[src/rtl/sgdm_pkg.sv]
// shared types, widths, codes and helpers of the sgd momentum weight update engine
// no dependencies; imported by the top module, sgdm_csr and sgdm_div

package sgdm_pkg;

   localparam int DEF_SLOT_COUNT = 4096;

   localparam int W_W        = 32;
   localparam int FRAC       = 24;
   localparam int CFG_W      = 24;
   localparam int BLEN_W     = 16;
   localparam int SLOT_IDX_W = 12;
   localparam int MULT_W     = 32;
   localparam int LOSS_W     = 48;
   localparam int MUL_W      = 32;
   localparam int PROD_W     = 2 * MUL_W;
   localparam int SHR_W      = PROD_W - FRAC;
   localparam int L2_SHIFT   = 2 * FRAC + 1 - MUL_W;
   localparam int T2_W       = PROD_W - L2_SHIFT;
   localparam int NUM_W      = 41;
   localparam int NUMS_W     = NUM_W + 1;
   localparam int LRG_W      = 42;
   localparam int LR_SH      = MUL_W - FRAC;
   localparam int SAT_IN_W   = 45;
   localparam int REQ_W      = 2;

   localparam int CSR_AW   = 5;
   localparam int CSR_DW   = 32;
   localparam int REG_IX_W = CSR_AW - 2;

   localparam logic [REQ_W-1:0] REQ_ELEMENT = 2'd0;
   localparam logic [REQ_W-1:0] REQ_TICK    = 2'd1;
   localparam logic [REQ_W-1:0] REQ_CLEAR   = 2'd2;

   localparam logic [REG_IX_W-1:0] REG_STEP_RATE = 3'd0;
   localparam logic [REG_IX_W-1:0] REG_MOMENTUM  = 3'd1;
   localparam logic [REG_IX_W-1:0] REG_L1        = 3'd2;
   localparam logic [REG_IX_W-1:0] REG_L2        = 3'd3;
   localparam logic [REG_IX_W-1:0] REG_BATCH     = 3'd4;

   localparam logic [CFG_W-1:0]  RST_STEP_RATE = 24'd167772;
   localparam logic [CFG_W-1:0]  RST_MOMENTUM  = 24'd15099494;
   localparam logic [BLEN_W-1:0] RST_BATCH     = 16'd1;

   localparam logic signed [SAT_IN_W-1:0] SAT_HI =
      {{(SAT_IN_W-W_W+1){1'b0}}, {(W_W-1){1'b1}}};
   localparam logic signed [SAT_IN_W-1:0] SAT_LO =
      {{(SAT_IN_W-W_W+1){1'b1}}, {(W_W-1){1'b0}}};

   typedef struct packed {
      logic [CFG_W-1:0]  step_rate;
      logic [CFG_W-1:0]  momentum_factor;
      logic [CFG_W-1:0]  l1_strength;
      logic [CFG_W-1:0]  l2_strength;
      logic [BLEN_W-1:0] batch_length;
   } cfg_type;

   function automatic logic signed [W_W-1:0] sat_w(logic signed [SAT_IN_W-1:0] v);
      logic signed [W_W-1:0] r;
      if (v > SAT_HI) begin
         r = SAT_HI[W_W-1:0];
      end else if (v < SAT_LO) begin
         r = SAT_LO[W_W-1:0];
      end else begin
         r = v[W_W-1:0];
      end
      return r;
   endfunction

   function automatic logic [LOSS_W-1:0] acc_add(logic [LOSS_W-1:0] acc,
                                                  logic [LOSS_W-1:0] t);
      logic [LOSS_W:0] s;
      s = {1'b0, acc} + {1'b0, t};
      return s[LOSS_W] ? {LOSS_W{1'b1}} : s[LOSS_W-1:0];
   endfunction

endpackage

[src/rtl/sgdm_csr.sv]
// apb-style configuration registers of the sgd momentum weight update engine
// depends on sgdm_pkg

module sgdm_csr
   import sgdm_pkg::*;
(
   input  logic              clock,
   input  logic              reset,
   input  logic              psel,
   input  logic              penable,
   input  logic              pwrite,
   input  logic [CSR_AW-1:0] paddr,
   input  logic [CSR_DW-1:0] pwdata,
   output logic [CSR_DW-1:0] prdata,
   output logic              pready,
   output cfg_type           cfg
);

   cfg_type               cfg_ff;
   logic [REG_IX_W-1:0]   reg_ix;
   logic                  wr_en;

   assign reg_ix = paddr[CSR_AW-1:2];
   assign wr_en  = psel & penable & pwrite;
   assign pready = 1'b1;
   assign cfg    = cfg_ff;

   always_ff @(posedge clock) begin
      if (reset) begin
         cfg_ff.step_rate       <= RST_STEP_RATE;
         cfg_ff.momentum_factor <= RST_MOMENTUM;
         cfg_ff.l1_strength     <= '0;
         cfg_ff.l2_strength     <= '0;
         cfg_ff.batch_length    <= RST_BATCH;
      end else if (wr_en) begin
         unique case (reg_ix)
            REG_STEP_RATE: cfg_ff.step_rate       <= pwdata[CFG_W-1:0];
            REG_MOMENTUM:  cfg_ff.momentum_factor <= pwdata[CFG_W-1:0];
            REG_L1:        cfg_ff.l1_strength     <= pwdata[CFG_W-1:0];
            REG_L2:        cfg_ff.l2_strength     <= pwdata[CFG_W-1:0];
            REG_BATCH:     cfg_ff.batch_length    <= pwdata[BLEN_W-1:0];
            default: ;
         endcase
      end
   end

   always_comb begin
      unique case (reg_ix)
         REG_STEP_RATE: prdata = CSR_DW'(cfg_ff.step_rate);
         REG_MOMENTUM:  prdata = CSR_DW'(cfg_ff.momentum_factor);
         REG_L1:        prdata = CSR_DW'(cfg_ff.l1_strength);
         REG_L2:        prdata = CSR_DW'(cfg_ff.l2_strength);
         REG_BATCH:     prdata = CSR_DW'(cfg_ff.batch_length);
         default:       prdata = '0;
      endcase
   end

endmodule

[config.mk]
export PLATFORM = sky130hd
export DESIGN_NAME = sgdm_csr
export DESIGN_NICKNAME = d
export VERILOG_FILES = /design/src/rtl/sgdm_pkg.sv /design/src/rtl/sgdm_csr.sv
export SDC_FILE = /design/constraint.sdc
export NUM_CORES = 1
export LEC_CHECK = 0
export BUFFER_PORTS_ARGS = -buffer_cell sky130_fd_sc_hd__buf_2
export CAP_MARGIN = 5
export CORE_UTILIZATION = 40
export CTS_BUF_LIST = sky130_fd_sc_hd__clkbuf_4 sky130_fd_sc_hd__clkbuf_8
export DETAILED_ROUTE_END_ITERATION = 8
export PLACE_DENSITY = 0.68
export SYNTH_ARGS = -nofsm -noshare
export SYNTH_HDL_FRONTEND = slang
export SYNTH_SLANG_ARGS = --single-unit
[constraint.sdc]
create_clock -name clock -period 2.3 [get_ports clock]
set_clock_uncertainty 0.05 [all_clocks]
set_input_delay 0.46 -clock clock [delete_from_list [all_inputs] [get_ports clock]]
set_output_delay 0.46 -clock clock [all_outputs]
set_load 0.1 [all_outputs]
==> reports/metrics.cfg <==
[die]
placementRows=42
die_w_um=119
die_h_um=119
dieArea_um2=14200
io_pins=187
initial_utilization_pct=41.2
core_um2=13300

[sta]
setup_ws_ns=0.0445
finalHoldViolCount=0
timing.fmax_mhz=443
worst_pin_slew_ns=0.513
setup_violations=0
post-route-period-util_pct=98.1
rsz0062_at_grt=no
min_period_ns=2.26
slew_headroom_pct=66.0
drv_slew=0

[power]
p_seq_share_pct=50.4
p_per_area_nw_per_um2=530
leakage_uw=0.00329
intPower_uw=2710
vdd_drop_max_v=0.000262
clkPwrFrac_pct=30.2
power.total_uw=3900
combPwrFrac_pct=19.4
netSwitchingFraction_pct=30.4
power.switching_uw=1190

[setup_path]
reg2reg_depth=3
startpoint_type=input port
path_buf_inv=4
crit_family=buffers and inverters
path_cells=buf_2 -> buf_12 -> nor2b_2 -> buf_6 -> a22oi_1 -> o22ai_4 -> buf_12
crit_start=paddr[2]
crit_path_end_kind=output pin
critPathMostFrequentCell=buf_12
crit_required_ns=1.79
path_max_fanout=19
path_depth=7
critPathSlowestCell=nor2b_2
arrival_ns=1.75
slowest_delay_ns=0.22
r2r_start=cfg[63]$_SDFFE_PP0P_
critPathKind=in2out

[outcome]
status=finished clean

[synth]
synth_cell_type_count=29
ys_seq_area_share_pct=40.9
yosysTopAreaCellShare_pct=40.9
netlist_area_um2=5480
synth.area.top_cells=dfxtp_1, mux2i_1, nand2b_1, a22oi_1, nor2b_1
yosysTopAreaCell=dfxtp_1
avgSynthCellArea_um2=9.89
synth-seq-cells=112
yosys_warnings=0
synthCells=554

[route]
wl_um=15800
wl_per_cell_um=17.7
post_drt_via_cell_ratio=5.17
drtAntennaViolNets=0
drcViolationCount=0
num_vias=4608
drtPass1Iterations=9
drt_iter0_markers=314

[clock_tree]
cts.sinks=112
clock_latency_ns=0.36
cts_made_buffers=9
tritoncts=built
htree_levels=3
clockBufferDepth=2
path_clk_slew_ns=0.10
cts_root_buf=clkbuf_8

[place]
place_area_um2=7170
io_buffer_count=167
dp_hpwl_um=11200
gp_congestion=0.822
place_ws_ns=-0.00177

[final_layout]
fin_nets=753
largest_reg_flops=112
final_common_cell=buf_2
postLayoutCellArea_um2=7370
drive_gt1_share_pct=52.7
antenna_cells=0
final_cell_mix=buf_2, dfxtp_2, mux2i_1, nand2b_1, nor2_1
final_util_pct=55.4
area_delta_synth_final_pct=34.5

[grt]
grt_pass1_wl_um=24900
grt_max_degree=71
grt_use_total_pct=22.8
grt_overflow=0
antenna_found_initial=0
grt_pass1_vias=4524

[worst_hold_path]
holdCritStartpoint=pwdata[8]
worstHoldPathType=in2reg
worstHoldPathCells=3

[run]
cap_violations=0

## power by group through the flow
stage                     sequential [µW]  combinational [µW]  clock, µW
after floorplan                      2110                 472          0
after global placement               2010                 749          0
after detailed placement             2010                 757          0
after CTS                            1960                 758       1220
after global routing                 1970                 789       1290
final                                1960                 758       1180
## layout make-up
type | count | area (µm²)
Clock buffer | 11 | 145
Clock inverter | 4 | 45.0
Fill cell | 1152 | 5930
Multi-Input combinational cell | 394 | 3220
Sequential cell | 112 | 2380
Tap cell | 176 | 220
Timing Repair Buffer | 194 | 1360
## cells in the mapped netlist, drive strengths merged
cell type	count
nor3b	1
nor2b	34
o22ai	16
a22oi	32
nand4b	1
nand2	1
clkbuf	26
nand2b	89
nor2	44
buf	29
dfxtp	112
conb	2
and3	1
mux4	8
nand3	2
mux2	16
nand3b	1
nor3	1
mux2i	88
and4b	1
or2	1
o21ai	48
## stage by stage
step | hold slack (ns) | cells | TNS, ns
global placement | 0.412 | 876 | 0
global route | 0.303 | 891 | 0
finish | 0.308 | 891 | 0
detailed placement | 0.417 | 876 | -0.00177
CTS | 0.287 | 891 | 0
floorplan | 0.571 | 561 | -0.0608
## logic make-up (layout without fill, tap and decap cells)
family                 count (synthesis)  count (layout)  share of synthesized area (%)
AOI/OAI and AO/OA                     96              96                           10.6
buffers and inverters                 55             209                           6.10
DFF                                  112             112                           40.9
muxes                                112             112                           22.7
other                                  2               9                          0.137
and+or+nand+nor                      177             177                           19.6
## tightest hold or removal path, stage by stage
cell,delay (ns)
buf_2,0.09
nor2_1,0.04
mux2i_1,0.11
## worst paths after layout
check                                            end  slack [ns]
worst max-delay path                       prdata[8]        0.04
worst min-delay path            cfg[96]$_SDFFE_PP1P_        0.31
worst max register to register  cfg[63]$_SDFFE_PP0P_        1.49
worst min register to register  cfg[89]$_SDFFE_PP0P_        0.44
## routing by layer
metal	part of all wire (%)	wire, µm	GRT usage [%]	vias to the layer above
met3	4.1	648	2.97	15
met4	1.6	246	9.18	0
met5	0	0	0	-
met2	50	7960	38.1	117
met1	44	6950	29.5	2247
li1	-	-	-	2229
## what timing repair did
action / in CTS / in global routing
hold endpoints to repair: 0 / 0
resized for setup: 0 / 3
buffers inserted: 0 / 0
endpoints found under the setup margin: 0 / 10
hold buffers: 0 / 0
Power figures use the tool's default switching activity.
