[config.mk]
export PLATFORM = sky130hd
export DESIGN_NAME = sgdm_div
export DESIGN_NICKNAME = d
export VERILOG_FILES = /design/src/rtl/sgdm_pkg.sv /design/src/rtl/sgdm_div.sv
export SDC_FILE = /design/constraint.sdc
export NUM_CORES = 1
export LEC_CHECK = 0
export BUFFER_PORTS_ARGS = -buffer_cell sky130_fd_sc_hd__buf_4
export CAP_MARGIN = 20
export CORE_MARGIN = 8
export CORE_UTILIZATION = 52
export DETAILED_ROUTE_END_ITERATION = 8
export PLACE_DENSITY = 0.78
export SYNTH_ARGS = -nofsm -noshare
export SYNTH_HDL_FRONTEND = slang
export SYNTH_SLANG_ARGS = --single-unit
[constraint.sdc]
create_clock -name clock -period 5.35 [get_ports clock]
set_input_delay 0.2675 -clock clock [delete_from_list [all_inputs] [get_ports clock]]
set_output_delay 0.2675 -clock clock [all_outputs]
set_load 0.05 [all_outputs]
[src/rtl/sgdm_pkg.sv]
// shared types, widths, codes and helpers of the sgd momentum weight update engine
// no dependencies; imported by the top module, sgdm_csr and sgdm_div

package sgdm_pkg;

   localparam int DEF_SLOT_COUNT = 4096;

   localparam int W_W        = 32;
   localparam int FRAC       = 24;
   localparam int CFG_W      = 24;
   localparam int BLEN_W     = 16;
   localparam int SLOT_IDX_W = 12;
   localparam int MULT_W     = 32;
   localparam int LOSS_W     = 48;
   localparam int MUL_W      = 32;
   localparam int PROD_W     = 2 * MUL_W;
   localparam int SHR_W      = PROD_W - FRAC;
   localparam int L2_SHIFT   = 2 * FRAC + 1 - MUL_W;
   localparam int T2_W       = PROD_W - L2_SHIFT;
   localparam int NUM_W      = 41;
   localparam int NUMS_W     = NUM_W + 1;
   localparam int LRG_W      = 42;
   localparam int LR_SH      = MUL_W - FRAC;
   localparam int SAT_IN_W   = 45;
   localparam int REQ_W      = 2;

   localparam int CSR_AW   = 5;
   localparam int CSR_DW   = 32;
   localparam int REG_IX_W = CSR_AW - 2;

   localparam logic [REQ_W-1:0] REQ_ELEMENT = 2'd0;
   localparam logic [REQ_W-1:0] REQ_TICK    = 2'd1;
   localparam logic [REQ_W-1:0] REQ_CLEAR   = 2'd2;

   localparam logic [REG_IX_W-1:0] REG_STEP_RATE = 3'd0;
   localparam logic [REG_IX_W-1:0] REG_MOMENTUM  = 3'd1;
   localparam logic [REG_IX_W-1:0] REG_L1        = 3'd2;
   localparam logic [REG_IX_W-1:0] REG_L2        = 3'd3;
   localparam logic [REG_IX_W-1:0] REG_BATCH     = 3'd4;

   localparam logic [CFG_W-1:0]  RST_STEP_RATE = 24'd167772;
   localparam logic [CFG_W-1:0]  RST_MOMENTUM  = 24'd15099494;
   localparam logic [BLEN_W-1:0] RST_BATCH     = 16'd1;

   localparam logic signed [SAT_IN_W-1:0] SAT_HI =
      {{(SAT_IN_W-W_W+1){1'b0}}, {(W_W-1){1'b1}}};
   localparam logic signed [SAT_IN_W-1:0] SAT_LO =
      {{(SAT_IN_W-W_W+1){1'b1}}, {(W_W-1){1'b0}}};

   typedef struct packed {
      logic [CFG_W-1:0]  step_rate;
      logic [CFG_W-1:0]  momentum_factor;
      logic [CFG_W-1:0]  l1_strength;
      logic [CFG_W-1:0]  l2_strength;
      logic [BLEN_W-1:0] batch_length;
   } cfg_type;

   function automatic logic signed [W_W-1:0] sat_w(logic signed [SAT_IN_W-1:0] v);
      logic signed [W_W-1:0] r;
      if (v > SAT_HI) begin
         r = SAT_HI[W_W-1:0];
      end else if (v < SAT_LO) begin
         r = SAT_LO[W_W-1:0];
      end else begin
         r = v[W_W-1:0];
      end
      return r;
   endfunction

   function automatic logic [LOSS_W-1:0] acc_add(logic [LOSS_W-1:0] acc,
                                                  logic [LOSS_W-1:0] t);
      logic [LOSS_W:0] s;
      s = {1'b0, acc} + {1'b0, t};
      return s[LOSS_W] ? {LOSS_W{1'b1}} : s[LOSS_W-1:0];
   endfunction

endpackage

[src/rtl/sgdm_div.sv]
// bit-serial restoring divider for the gradient-by-batch-length division
// depends on sgdm_pkg

module sgdm_div
   import sgdm_pkg::*;
(
   input  logic              clock,
   input  logic              reset,
   input  logic              start,
   input  logic [NUM_W-1:0]  dividend,
   input  logic [BLEN_W-1:0] divisor,
   output logic              done,
   output logic [NUM_W-1:0]  quotient
);

   localparam int CNT_W = $clog2(NUM_W);

   logic              busy_ff;
   logic              done_ff;
   logic [CNT_W-1:0]  cnt_ff;
   logic [BLEN_W-1:0] rem_ff;
   logic [BLEN_W-1:0] dvs_ff;
   logic [NUM_W-1:0]  quo_ff;
   logic [BLEN_W:0]   rem_sh;
   logic [BLEN_W:0]   diff;
   logic              ge;

   assign rem_sh = {rem_ff, quo_ff[NUM_W-1]};
   assign ge     = rem_sh >= {1'b0, dvs_ff};
   assign diff   = rem_sh - {1'b0, dvs_ff};

   always_ff @(posedge clock) begin
      if (reset) begin
         busy_ff <= 1'b0;
         done_ff <= 1'b0;
         cnt_ff  <= '0;
      end else begin
         done_ff <= 1'b0;
         if (start) begin
            busy_ff <= 1'b1;
            cnt_ff  <= '0;
         end else if (busy_ff) begin
            cnt_ff <= cnt_ff + 1'b1;
            if (cnt_ff == CNT_W'(NUM_W - 1)) begin
               busy_ff <= 1'b0;
               done_ff <= 1'b1;
            end
         end
      end
   end

   always_ff @(posedge clock) begin
      if (start) begin
         quo_ff <= dividend;
         rem_ff <= '0;
         dvs_ff <= divisor;
      end else if (busy_ff) begin
         quo_ff <= {quo_ff[NUM_W-2:0], ge};
         rem_ff <= ge ? diff[BLEN_W-1:0] : rem_sh[BLEN_W-1:0];
      end
   end

   assign done     = done_ff;
   assign quotient = quo_ff;

endmodule
==> results.toml <==
[clock_network]
cts-root-buf = "clkbuf_8"
cts.repair.resized = 0
hold_buffers = 0
insertion_delay_ps = 350
cts_tree = "built"
cts_buffers = 9
max-clock-path-buffers = 2
cts.sinks = 81
h-tree-depth = 3
cts_setup_buffers = 0
cts.clk_slew.worst_paths_ps = 90

[sta]
fin_crit_ps = 3340
hold_viol_final = 0
setup_violations = 0
fin_tns_setup_ps = 0
worst_slew_pin_slew_ps = 1080
max_slew_margin_pct = 27.6
final-max-slew-violation-count = 0
rsz0062_at_grt = "no"
fmax_mhz = 300
hold_ws_ps = 72.6
fin_crit_sh_pct = 62.4
finalClockSkew_ps = 11.1

[logic_synthesis]
synth_cells = 381
yosys.area_share.adder_pct = 5.68
yosysWarnings = 0
netlist_area_sq_um = 4320
synthSimpleGateAreaFrac_pct = 10.7
synth_seq_area_share_pct = 50.8
muxShareOfSynthArea_pct = 12.1
synth-edff-count = 57
syn_area_per_cell_sq_um = 11.3
synth_top_family_by_area = "compound AO/OA/AOI/OAI gates"
async_flop_share_pct = 0
synth_seq_cells = 81
synth_xor_area_share_pct = 2.43
syn_nets = 460
ys.flop_type = "edfxtp_1"
yosysUniqueCellTypes = 55
synth_compound_area_share_pct = 12.5

[setup_path]
start_kind = "flop"
cpMaxStageDelayCell = "a31oi_1"
critPathTopFamily = "compound AO/OA/AOI/OAI gates"
endpoint_kind = "flop"
cp_num_buf_inv = 2
cp.required_ps = 5590
cp_max_fo = 11
worstPathCellList = "inv_1 > ha_1 > nand4_1 > or4_1 > and4_1 > a31oi_1 > buf_4 > nor3_1 > a311o_1"
critPathArrivalTime_ps = 3580
path_class = "flop to flop"
cp_slowest_stage_delay_ps = 810

[detailed_routing]
drtIter0Drc = 185
drc = 0
vias_per_cell = 5.65
dr.pass1.iters = 5
ant_nets = 0
vias = 3303
totalWireLength_microns = 10200
wl_per_cell_microns = 17.5

[floorplanning]
core_area_sq_um = 8130
std_cell_rows = 33
die_y_microns = 107
io_pins = 102
die_area_sq_um = 11500
initial_utilization_pct = 53.1
chipWidth_microns = 107

[min_path]
min_path_type = "input pin to flop"

[place]
numPortBuffers = 101
place.gp.congestion = 0.885
dpl.cell_count = 569
place_hpwl_microns = 7450

[power]
pwr_density_cell_nw_per_um2 = 326
ir_drop_v = 0.000199
leakagePower_nw = 2.17

[grt]
grt_pass1_wl_microns = 16800
gr-total-overflow = 0
grt_start_max_net_pins = 45
track_usage_pct = 18.3
antenna_found_initial = 0
grt_pass1_vias = 3451

[finish]
nNetsFinal = 554
instances_no_fill = 585
syn2layout_area_growth_pct = 22.9
num-fill-cells = 640
n_antenna_cell = 0
layout-drive-gt1-share_pct = 34.4

[flow_run]
cap_viol_max_count = 0

[run_status]
status = "finished clean"
## power breakdown
group | switching, W | total (W) | internal (W)
sequential | 0.0000301 | 0.000766 | 0.000736
clock | 0.000230 | 0.000502 | 0.000271
combinational | 0.000287 | 0.000463 | 0.000176
## cell usage after synthesis, types with 2 or more instances
master / count / area, sq um
o21ai_0: 16 / 80.1
a311oi_1: 5 / 43.8
and4_1: 2 / 17.5
clkbuf_8: 2 / 27.5
dfxtp_1: 24 / 480
nand2b_1: 7 / 43.8
mux2i_1: 6 / 60.1
nand4_1: 5 / 31.3
xor2_1: 5 / 43.8
a21o_1: 2 / 15.0
xnor2_1: 7 / 61.3
a221oi_1: 2 / 17.5
o21a_1: 3 / 22.5
a21oi_1: 20 / 100
buf_4: 4 / 30.0
a211oi_1: 9 / 67.6
inv_1: 24 / 90.1
ha_1: 18 / 225
o311ai_0: 2 / 17.5
and3_1: 5 / 31.3
nand3_1: 10 / 50.1
nand2_1: 20 / 75.1
nor3_1: 5 / 25.0
edfxtp_1: 57 / 1710
nor2_1: 32 / 120
a31oi_1: 3 / 18.8
buf_6: 4 / 45.0
o21bai_1: 3 / 22.5
clkbuf_1: 9 / 33.8
mux2_2: 41 / 462
clkbuf_2: 2 / 10.0
o211ai_1: 3 / 22.5
or3_1: 2 / 12.5
## path summary, 6_finish.rpt
check              from          to  slack, ps  cells past startpoint
min               reset     busy_ff         70                      2
max           dvs_ff[9]  rem_ff[14]       2010                      9
min reg2reg  rem_ff[15]  rem_ff[15]        510                      2
max reg2reg   dvs_ff[9]  rem_ff[14]       2010                      9
## sequential cells by signal, indices dropped and copies added (netlist names)
signal and count:
dvs_ff 16, done 1, quotient 41, rem_ff 16, cnt_ff 6, busy_ff 1
## layout make-up
type / count / area [sq um] / share of cell area [%]
inverter: 25 / 93.8 / 1.77
sequential: 81 / 2190 / 41.3
multi-input combinational: 253 / 1880 / 35.4
timing repair buffer: 105 / 788 / 14.9
clock buffer: 13 / 180 / 3.40
tap: 105 / 131 / 2.48
clock inverter: 3 / 43.8 / 0.825
## layout by cell type (no fill, tap or decap), drive strengths merged, types with 3 or more instances in the layout
| master | Yosys | routed |
|---|---|---|
| a211oi | 9 | 9 |
| a21o | 3 | 3 |
| xor2 | 5 | 5 |
| dfxtp | 24 | 24 |
| clkbuf | 13 | 13 |
| edfxtp | 57 | 57 |
| mux2 | 41 | 41 |
| o211ai | 3 | 3 |
| xnor2 | 7 | 7 |
| nand2 | 20 | 20 |
| a21oi | 20 | 20 |
| mux2i | 6 | 6 |
| nor3 | 5 | 5 |
| ha | 18 | 18 |
| and3 | 5 | 5 |
| o21a | 3 | 3 |
| buf | 8 | 105 |
| a31oi | 3 | 3 |
| nand3 | 10 | 10 |
| a311oi | 5 | 5 |
| o21ai | 17 | 17 |
| nand2b | 7 | 7 |
| inv | 24 | 25 |
| nand4 | 5 | 5 |
| o21bai | 3 | 3 |
| nor2 | 32 | 32 |
## through the flow
stage | power (W) | util, % | area (sq um) | setup slack, ps
2_1_floorplan | 0.00111 | - | 4320 | 2700
3_3_place_gp | 0.00123 | 62.5 | 5080 | 2070
3_5_place_dp | 0.00124 | 62.5 | 5080 | 2050
4_1_cts | 0.00174 | 65.2 | 5310 | 2000
5_1_grt | 0.00180 | 65.2 | 5310 | 1790
6_report | 0.00173 | 65.2 | 5310 | 2010
## cell families after synthesis
logic type | after synthesis
adders and majority gates | 19
buffers and inverters | 47
and+or+nand+nor | 95
muxes | 47
xor gates and xnor gates | 12
AOI/OAI and AO/OA | 80
DFF | 81
## layer usage
metal | vias up | routed length [microns] | GRT usage, %
met3 | 21 | 1150 | 9.06
met2 | 138 | 4790 | 28.6
li1 | 1599 | - | -
met1 | 1545 | 4100 | 21.1
met4 | 0 | 200 | 7.14
met5 | - | 0 | 0
(Power assumes the default switching activity.)
